===== config.mk =====
export PLATFORM = sky130hd
export DESIGN_NAME = levenshtein_distance_core
export DESIGN_NICKNAME = d
export VERILOG_FILES = /design/src/design/lev_pkg.sv /design/src/design/lev_ram.sv /design/src/design/lev_cell.sv /design/src/design/lev_seq.sv /design/src/design/levenshtein_distance_core.sv
export SDC_FILE = /design/constraint.sdc
export NUM_CORES = 1
export LEC_CHECK = 0
export ABC_AREA = 1
export BUFFER_PORTS_ARGS = -buffer_cell sky130_fd_sc_hd__buf_2
export CAP_MARGIN = 20
export CORE_AREA = 5 5 270 272
export DETAILED_ROUTE_END_ITERATION = 12
export DIE_AREA = 0 0 275 277
export PLACE_DENSITY = 0.65
export SLEW_MARGIN = 10
export SYNTH_ARGS = -nofsm -noshare
export SYNTH_HDL_FRONTEND = slang
export SYNTH_HIERARCHICAL = 1
export SYNTH_SLANG_ARGS = --single-unit

===== constraint.sdc =====
create_clock -name clk_i -period 4.6 [get_ports clk_i]
set_input_delay 0.69 -clock clk_i [delete_from_list [all_inputs] [get_ports clk_i]]
set_output_delay 0.69 -clock clk_i [all_outputs]
set_load 0.05 [all_outputs]

===== src/design/lev_pkg.sv =====
`timescale 1ns / 1ps

package lev_pkg;

  localparam int MAX_LEN = 32;
  localparam int SYM_W   = 8;
  localparam int DIST_W  = 6;
  localparam int LEN_W   = $clog2(MAX_LEN + 1);
  localparam int ADDR_W  = (MAX_LEN > 1) ? $clog2(MAX_LEN) : 1;
  localparam int ROW_D   = MAX_LEN + 1;
  localparam int SAT_W   = (LEN_W > DIST_W) ? LEN_W : DIST_W;
  localparam logic [DIST_W-1:0] DIST_MAX = {DIST_W{1'b1}};

  localparam logic MODE_FIRST  = 1'b0;
  localparam logic MODE_SECOND = 1'b1;

  typedef struct packed {
    logic             mode;
    logic [SYM_W-1:0] symbol;
    logic             last;
    logic             empty_req;
  } lev_in_t;

  typedef struct packed {
    logic [DIST_W-1:0] distance;
    logic              too_long;
  } lev_out_t;

  typedef struct packed {
    logic             start;
    logic [LEN_W-1:0] n1;
    logic [LEN_W-1:0] n2;
  } seq_ctrl_t;

  typedef struct packed {
    logic             fin;
    logic [LEN_W-1:0] result;
  } seq_stat_t;

  typedef enum logic [2:0] {
    T_IDLE = 3'b001,
    T_RUN  = 3'b010,
    T_DONE = 3'b100
  } top_state_e;

  typedef enum logic [4:0] {
    S_IDLE = 5'b00001,
    S_INIT = 5'b00010,
    S_ROW  = 5'b00100,
    S_RD   = 5'b01000,
    S_CMP  = 5'b10000
  } seq_state_e;

endpackage


===== src/design/lev_ram.sv =====
`timescale 1ns / 1ps

module lev_ram #(
  parameter int WIDTH = 8,
  parameter int DEPTH = 32,
  parameter int AW    = (DEPTH > 1) ? $clog2(DEPTH) : 1
) (
  input  logic             clk_i,
  input  logic             we_i,
  input  logic [AW-1:0]    waddr_i,
  input  logic [WIDTH-1:0] wdata_i,
  input  logic [AW-1:0]    raddr_i,
  output logic [WIDTH-1:0] rdata_o
);

  logic [WIDTH-1:0] mem [DEPTH];

  always_ff @(posedge clk_i) begin
    if (we_i) begin
      mem[waddr_i] <= wdata_i;
    end
    rdata_o <= mem[raddr_i];
  end

endmodule


===== src/design/lev_cell.sv =====
`timescale 1ns / 1ps

module lev_cell (
  input  logic [lev_pkg::LEN_W-1:0] up_i,
  input  logic [lev_pkg::LEN_W-1:0] left_i,
  input  logic [lev_pkg::LEN_W-1:0] diag_i,
  input  logic                      neq_i,
  output logic [lev_pkg::LEN_W-1:0] best_o
);

  logic [lev_pkg::LEN_W:0] up_c;
  logic [lev_pkg::LEN_W:0] left_c;
  logic [lev_pkg::LEN_W:0] sub_c;
  logic [lev_pkg::LEN_W:0] min_c;

  always_comb begin
    up_c   = {1'b0, up_i} + 1'b1;
    left_c = {1'b0, left_i} + 1'b1;
    sub_c  = {1'b0, diag_i} + {{lev_pkg::LEN_W{1'b0}}, neq_i};
    min_c  = up_c;
    if (left_c < min_c) begin
      min_c = left_c;
    end
    if (sub_c < min_c) begin
      min_c = sub_c;
    end
    best_o = min_c[lev_pkg::LEN_W-1:0];
  end

endmodule


===== src/design/lev_seq.sv =====
`timescale 1ns / 1ps

module lev_seq (
  input  logic                       clk_i,
  input  logic                       rst_ni,
  input  lev_pkg::seq_ctrl_t         ctrl_i,
  output lev_pkg::seq_stat_t         stat_o,
  output logic [lev_pkg::ADDR_W-1:0] fw_addr_o,
  output logic [lev_pkg::ADDR_W-1:0] sw_addr_o,
  input  logic [lev_pkg::SYM_W-1:0]  fw_data_i,
  input  logic [lev_pkg::SYM_W-1:0]  sw_data_i
);

  lev_pkg::seq_state_e state_q, state_d;
  logic [lev_pkg::LEN_W-1:0] i_q, i_d;
  logic [lev_pkg::LEN_W-1:0] j_q, j_d;
  logic [lev_pkg::LEN_W-1:0] left_q, left_d;
  logic [lev_pkg::LEN_W-1:0] diag_q, diag_d;
  logic [lev_pkg::LEN_W-1:0] i_m1;
  logic [lev_pkg::LEN_W-1:0] j_m1;

  logic                      cr_we;
  logic [lev_pkg::LEN_W-1:0] cr_waddr;
  logic [lev_pkg::LEN_W-1:0] cr_wdata;
  logic [lev_pkg::LEN_W-1:0] cr_rdata;
  logic [lev_pkg::LEN_W-1:0] best;

  assign i_m1      = i_q - 1'b1;
  assign j_m1      = j_q - 1'b1;
  assign fw_addr_o = i_m1[lev_pkg::ADDR_W-1:0];
  assign sw_addr_o = j_m1[lev_pkg::ADDR_W-1:0];

  lev_ram #(
    .WIDTH(lev_pkg::LEN_W),
    .DEPTH(lev_pkg::ROW_D),
    .AW   (lev_pkg::LEN_W)
  ) u_cost_row (
    .clk_i  (clk_i),
    .we_i   (cr_we),
    .waddr_i(cr_waddr),
    .wdata_i(cr_wdata),
    .raddr_i(j_q),
    .rdata_o(cr_rdata)
  );

  lev_cell u_cell (
    .up_i  (cr_rdata),
    .left_i(left_q),
    .diag_i(diag_q),
    .neq_i (fw_data_i != sw_data_i),
    .best_o(best)
  );

  always_comb begin
    state_d       = state_q;
    i_d           = i_q;
    j_d           = j_q;
    left_d        = left_q;
    diag_d        = diag_q;
    cr_we         = 1'b0;
    cr_waddr      = j_q;
    cr_wdata      = j_q;
    stat_o.fin    = 1'b0;
    stat_o.result = best;
    unique case (state_q)
      lev_pkg::S_IDLE: begin
        if (ctrl_i.start) begin
          j_d     = '0;
          state_d = lev_pkg::S_INIT;
        end
      end
      lev_pkg::S_INIT: begin
        cr_we = 1'b1;
        if (j_q == ctrl_i.n2) begin
          if (ctrl_i.n1 == '0) begin
            stat_o.fin    = 1'b1;
            stat_o.result = ctrl_i.n2;
            state_d       = lev_pkg::S_IDLE;
          end else begin
            i_d     = {{(lev_pkg::LEN_W-1){1'b0}}, 1'b1};
            state_d = lev_pkg::S_ROW;
          end
        end else begin
          j_d = j_q + 1'b1;
        end
      end
      lev_pkg::S_ROW: begin
        cr_we    = 1'b1;
        cr_waddr = '0;
        cr_wdata = i_q;
        diag_d   = i_m1;
        left_d   = i_q;
        if (ctrl_i.n2 == '0) begin
          if (i_q == ctrl_i.n1) begin
            stat_o.fin    = 1'b1;
            stat_o.result = i_q;
            state_d       = lev_pkg::S_IDLE;
          end else begin
            i_d = i_q + 1'b1;
          end
        end else begin
          j_d     = {{(lev_pkg::LEN_W-1){1'b0}}, 1'b1};
          state_d = lev_pkg::S_RD;
        end
      end
      lev_pkg::S_RD: begin
        state_d = lev_pkg::S_CMP;
      end
      lev_pkg::S_CMP: begin
        cr_we    = 1'b1;
        cr_wdata = best;
        left_d   = best;
        diag_d   = cr_rdata;
        if (j_q == ctrl_i.n2) begin
          if (i_q == ctrl_i.n1) begin
            stat_o.fin = 1'b1;
            state_d    = lev_pkg::S_IDLE;
          end else begin
            i_d     = i_q + 1'b1;
            state_d = lev_pkg::S_ROW;
          end
        end else begin
          j_d     = j_q + 1'b1;
          state_d = lev_pkg::S_RD;
        end
      end
      default: state_d = lev_pkg::S_IDLE;
    endcase
  end

  always_ff @(posedge clk_i or negedge rst_ni) begin
    if (!rst_ni) begin
      state_q <= lev_pkg::S_IDLE;
      i_q     <= '0;
      j_q     <= '0;
    end else begin
      state_q <= state_d;
      i_q     <= i_d;
      j_q     <= j_d;
    end
  end

  always_ff @(posedge clk_i) begin
    left_q <= left_d;
    diag_q <= diag_d;
  end

endmodule


===== src/design/levenshtein_distance_core.sv =====
`timescale 1ns / 1ps
// Characters load one per cycle while idle; the completing transaction starts the DP run.
// The DP run steps the single min-of-three unit along the cost row, one entry per S_RD/S_CMP pair;
// the result is registered in res_q and then moved to the output register once that is free.
// A result may wait at the output while the next pair loads.
// Reset (async, active low) clears lengths, flags, sequencer and output valid; RAMs are not reset.
module levenshtein_distance_core (
  input  logic              clk_i,
  input  logic              rst_ni,
  input  logic              in_valid_i,
  output logic              in_stall_o,
  input  lev_pkg::lev_in_t  in_data_i,
  output logic              out_valid_o,
  input  logic              out_stall_i,
  output lev_pkg::lev_out_t out_data_o
);

  lev_pkg::top_state_e state_q, state_d;
  logic [lev_pkg::LEN_W-1:0] len1_q, len1_d;
  logic [lev_pkg::LEN_W-1:0] len2_q, len2_d;
  logic                      done1_q, done1_d;
  logic                      done2_q, done2_d;
  logic                      ovf_q, ovf_d;
  logic [lev_pkg::LEN_W-1:0] res_q, res_d;
  logic                      out_valid_q, out_valid_d;
  lev_pkg::lev_out_t         out_q, out_d;

  logic                      accept;
  logic                      sel_done;
  logic [lev_pkg::LEN_W-1:0] sel_len;
  logic                      fw_we;
  logic                      sw_we;
  logic [lev_pkg::ADDR_W-1:0] waddr;
  logic [lev_pkg::SAT_W-1:0] res_ext;

  logic [lev_pkg::ADDR_W-1:0] fw_addr;
  logic [lev_pkg::ADDR_W-1:0] sw_addr;
  logic [lev_pkg::SYM_W-1:0]  fw_data;
  logic [lev_pkg::SYM_W-1:0]  sw_data;

  lev_pkg::seq_ctrl_t seq_ctrl;
  lev_pkg::seq_stat_t seq_stat;

  assign accept   = in_valid_i && !in_stall_o;
  assign sel_done = (in_data_i.mode == lev_pkg::MODE_SECOND) ? done2_q : done1_q;
  assign sel_len  = (in_data_i.mode == lev_pkg::MODE_SECOND) ? len2_q : len1_q;
  assign waddr    = sel_len[lev_pkg::ADDR_W-1:0];

  assign seq_ctrl.start = (state_q == lev_pkg::T_RUN);
  assign seq_ctrl.n1    = len1_q;
  assign seq_ctrl.n2    = len2_q;

  assign in_stall_o  = (state_q != lev_pkg::T_IDLE);
  assign out_valid_o = out_valid_q;
  assign out_data_o  = out_q;

  always_comb begin
    len1_d  = len1_q;
    len2_d  = len2_q;
    done1_d = done1_q;
    done2_d = done2_q;
    ovf_d   = ovf_q;
    fw_we   = 1'b0;
    sw_we   = 1'b0;
    if (accept && !sel_done) begin
      if (in_data_i.empty_req) begin
        if (in_data_i.mode == lev_pkg::MODE_SECOND) begin
          len2_d  = '0;
          done2_d = 1'b1;
        end else begin
          len1_d  = '0;
          done1_d = 1'b1;
        end
      end else begin
        if (sel_len < lev_pkg::LEN_W'(lev_pkg::MAX_LEN)) begin
          if (in_data_i.mode == lev_pkg::MODE_SECOND) begin
            sw_we  = 1'b1;
            len2_d = len2_q + 1'b1;
          end else begin
            fw_we  = 1'b1;
            len1_d = len1_q + 1'b1;
          end
        end else begin
          ovf_d = 1'b1;
        end
        if (in_data_i.last) begin
          if (in_data_i.mode == lev_pkg::MODE_SECOND) begin
            done2_d = 1'b1;
          end else begin
            done1_d = 1'b1;
          end
        end
      end
    end

    state_d     = state_q;
    res_d       = res_q;
    out_valid_d = out_valid_q && out_stall_i;
    out_d       = out_q;
    res_ext     = lev_pkg::SAT_W'(res_q);
    unique case (state_q)
      lev_pkg::T_IDLE: begin
        if (done1_d && done2_d) begin
          state_d = lev_pkg::T_RUN;
        end
      end
      lev_pkg::T_RUN: begin
        if (seq_stat.fin) begin
          res_d   = seq_stat.result;
          state_d = lev_pkg::T_DONE;
        end
      end
      lev_pkg::T_DONE: begin
        if (!out_valid_q || !out_stall_i) begin
          out_valid_d = 1'b1;
          if (res_ext > lev_pkg::SAT_W'(lev_pkg::DIST_MAX)) begin
            out_d.distance = lev_pkg::DIST_MAX;
          end else begin
            out_d.distance = res_ext[lev_pkg::DIST_W-1:0];
          end
          out_d.too_long = ovf_q;
          len1_d  = '0;
          len2_d  = '0;
          done1_d = 1'b0;
          done2_d = 1'b0;
          ovf_d   = 1'b0;
          state_d = lev_pkg::T_IDLE;
        end
      end
      default: state_d = lev_pkg::T_IDLE;
    endcase
  end

  lev_ram #(
    .WIDTH(lev_pkg::SYM_W),
    .DEPTH(lev_pkg::MAX_LEN),
    .AW   (lev_pkg::ADDR_W)
  ) u_first_word (
    .clk_i  (clk_i),
    .we_i   (fw_we),
    .waddr_i(waddr),
    .wdata_i(in_data_i.symbol),
    .raddr_i(fw_addr),
    .rdata_o(fw_data)
  );

  lev_ram #(
    .WIDTH(lev_pkg::SYM_W),
    .DEPTH(lev_pkg::MAX_LEN),
    .AW   (lev_pkg::ADDR_W)
  ) u_second_word (
    .clk_i  (clk_i),
    .we_i   (sw_we),
    .waddr_i(waddr),
    .wdata_i(in_data_i.symbol),
    .raddr_i(sw_addr),
    .rdata_o(sw_data)
  );

  lev_seq u_seq (
    .clk_i    (clk_i),
    .rst_ni   (rst_ni),
    .ctrl_i   (seq_ctrl),
    .stat_o   (seq_stat),
    .fw_addr_o(fw_addr),
    .sw_addr_o(sw_addr),
    .fw_data_i(fw_data),
    .sw_data_i(sw_data)
  );

  always_ff @(posedge clk_i or negedge rst_ni) begin
    if (!rst_ni) begin
      state_q     <= lev_pkg::T_IDLE;
      len1_q      <= '0;
      len2_q      <= '0;
      done1_q     <= 1'b0;
      done2_q     <= 1'b0;
      ovf_q       <= 1'b0;
      out_valid_q <= 1'b0;
    end else begin
      state_q     <= state_d;
      len1_q      <= len1_d;
      len2_q      <= len2_d;
      done1_q     <= done1_d;
      done2_q     <= done2_d;
      ovf_q       <= ovf_d;
      out_valid_q <= out_valid_d;
    end
  end

  always_ff @(posedge clk_i) begin
    res_q <= res_d;
    out_q <= out_d;
  end

endmodule


==> results.txt <==
# Max-Cap Violations -> 0
final slew viol count -> 0
clock power share -> 30.0%
Sw Pwr -> 0.00764 W
Comb power frac -> 31.2%
wire length per cell -> 19.8 um
startpoint types -> register
peak supply drop -> 0.000330 V
placed insts -> 4090
required time of the critical path -> 4.92 ns
Starting Density -> 49.4%
Yosys reg bits -> 793
crit path kind -> reg2reg
Flop pwr share -> 38.8%
CTS Hold Bufs -> 0
routability cong. -> 0.904
largest area contributor in the netlist -> edfxtp_1
pre-CTS setup slack -> 0.632 ns
Reg clk slew, reported paths -> 0.06 ns
RSZ-0062 raised after global routing -> no
Final period util -> 86.9%
commonest non-fill, non-tap cell in the layout -> nand2_1
port bufs -> 23
worst skew pair latency -> 0.63 ns
Routed Antenna Nets -> 0
clock tree buffer depth -> 3
ANT cells -> 0
area grow syn2layout -> 9.23%
TritonCTS buffer count -> 81
Initial DRC Count -> 2384
Boundary Pins -> 24
post-CTS setup buffer count -> 0
Final #Nets -> 3264
Die X -> 275 um
DPL Wire Length -> 51.3 mm
Setup TNS Final -> 0 ns
outcome -> completed
GRT Overall Usage -> 21.6%
via count -> 23.4k
Internal -> 0.0138 W
ys async rst share -> 4.54%
Pre-antenna DRT Iters -> 6
CTS tree -> yes
yosys warns -> 6
Crit. End Element -> register
Tightest Hold Check Type -> in2async
share of the synthesized area in the top cell type -> 63.3%
Leak -> 14.5 nW
area of the placeable core -> 0.0705 mm2
initial antenna violation count -> 0
H-tree lvl count -> 3
largest net degree at the start of global routing -> 97
Slew HR -> 28.1%
Switching Share -> 35.6%
commonest register cell after synthesis -> edfxtp_1
via/cell ratio -> 5.53
final WL -> 83.7 mm
Max Freq -> 250 MHz
share of cells above drive strength 1 -> 9.03%
syn nets -> 3267
Worst-Margin Slew -> 1.08 ns
Worst EP arrival -> 4.32 ns
Yosys cell types -> 52
reg2reg setup slack -> 0.60 ns
clock skew -> 0.0289 ns
die area -> 0.0762 mm2
fin cells -> 4239
pwr/cell area -> 564 mW/mm2
final core occ -> 54.0%
setup violators final -> 0
EDFF count, synth -> 735
Sink Count -> 793
final hold vios -> 0
number of global-route vias before repair -> 22.5k
Mapped Area -> 0.0348 mm2
Synth Area per Inst -> 10.8 um2
grt ovf -> 0
ranking of synthesized cells by area -> edfxtp_1, nand2_1, nand3_1, dfrtp_1, buf_6
Std-Cell Rows -> 98
drt drc -> 0
Seq/Total Area, Yosys -> 67.2%
root buffer cell -> clkbuf_16
Setup WS post-layout -> 0.605 ns
Tot Pwr -> 0.0215 W
global-route wire length before repair -> 129 mm
cts repair resizes -> 0
Mapped Cells -> 3229
most frequent cells in the layout -> nand2_1, edfxtp_1, nand3_1
CP max FO -> 33
Period minus WS final -> 4.00 ns
Die Ht -> 277 um
## through the flow
step | hold WS, ns | instance area, um2
after floorplan | 0.394 | 34800
after global placement | 0.433 | 35400
after detailed placement | 0.434 | 35400
after CTS | 0.157 | 38000
after global routing | 0.226 | 38100
final | 0.160 | 38100
## cell type report
type | count | area [um2]
clock buffers | 108 | 2200
clock inverters | 38 | 399
fillers | 5926 | 32400
inverters | 135 | 523
multi-input cells | 2141 | 9780
flip-flops and latches | 793 | 23400
well taps | 950 | 1190
repair buffers | 74 | 558
## sequential cells by signal (all words and copies together) (netlist names), 3 cells and up
name                      flops
u_first_word/mem            256
u_second_word/mem           256
u_seq/u_cost_row/mem        198
u_first_word/rdata_o          8
u_second_word/rdata_o         8
out_data_o                    7
len1_q                        6
len2_q                        6
res_ext                       6
u_seq/diag_q                  6
u_seq/i_q                     6
u_seq/j_q                     6
u_seq/left_q                  6
u_seq/u_cost_row/rdata_o      6
u_seq/state_q                 5
state_q                       3
## power groups by stage
| stage | registers [W] | clock network [W] | logic (W) |
|---|---|---|---|
| floorplan | 0.00843 | 0 | 0.00506 |
| global placement | 0.00848 | 0 | 0.00642 |
| detailed placement | 0.00849 | 0 | 0.00651 |
| CTS | 0.00834 | 0.00657 | 0.00655 |
| global route | 0.00837 | 0.00686 | 0.00742 |
| finish | 0.00834 | 0.00644 | 0.00670 |
## path summary, 6_finish.rpt
check / cells past startpoint / from / end
setup reg to reg: 20 / u_seq/left_q[0] / u_seq/u_cost_row/mem[2][4]
setup / recovery: 20 / u_seq/left_q[0] / u_seq/u_cost_row/mem[2][4]
hold reg to reg: 2 / u_seq/u_cost_row/mem[32][3] / u_seq/u_cost_row/rdata_o[3]
hold / removal: 1 / rst_ni / u_seq/state_q[2]
max in group asynchronous: 1 / rst_ni / u_seq/j_q[1]
min in group clk_i: 4 / out_stall_i / out_valid_o
## cells by family (layout without fill, tap and decap cells)
family	count (synthesis)	in the layout	synth area share, %
buffers and inverters	295	355	4.90
xor gates and xnor gates	25	25	0.628
and+or+nand+nor	2019	2019	24.9
adders and majority gates	23	23	0.826
DFF	793	793	67.2
AOI/OAI and AO/OA	74	74	1.51
## Yosys cell counts (2+ instances only)
cell,number
nand2_1,1165
edfxtp_1,735
nand3_1,634
nor2_1,147
inv_1,102
buf_6,60
buf_2,49
dfrtp_1,34
inv_2,29
clkbuf_1,28
ha_1,23
dfxtp_1,22
o21ai_0,22
xor2_1,21
a21oi_1,16
buf_4,16
nand2_2,16
nand4_1,10
nor3_1,8
o21ai_1,7
buf_1,6
nand2_4,6
nand3_2,6
nor2_2,6
o21ai_2,6
o221ai_1,6
o211ai_2,5
nand3b_1,4
nor2_4,4
xnor2_1,4
a21oi_2,3
o211ai_1,3
or2_2,3
a21oi_4,2
dfstp_2,2
inv_4,2
nand3_4,2
## routing by layer
| layer | vias to the layer above | global-route usage (%) | share of wire [%] |
|---|---|---|---|
| li1 | 11041 | - | - |
| met5 | - | 0 | 0 |
| met4 | 0 | 5.71 | 1.9 |
| met1 | 11422 | 31.0 | 44 |
| met2 | 845 | 35.1 | 48 |
| met3 | 124 | 2.95 | 6.6 |
## critical path, stage by stage, from the launching register on
cell and delay (ns):
edfxtp_1 0.45, ha_1 0.28, xor2_1 0.17, ha_1 0.32, a21oi_1 0.13, nand2_1 0.09, nand2_1 0.08, nand3_2 0.08
nand2_2 0.09, nand2_4 0.11, o21ai_0 0.24, ha_1 0.33, nand2_1 0.10, nor2_1 0.07, a211oi_4 0.35, nand2_4 0.12
nand2_1 0.08, nand2_1 0.10, nand2_1 0.12, o221ai_2 0.10, buf_4 0.28
Note: power is estimated with default switching activity, not from simulation.
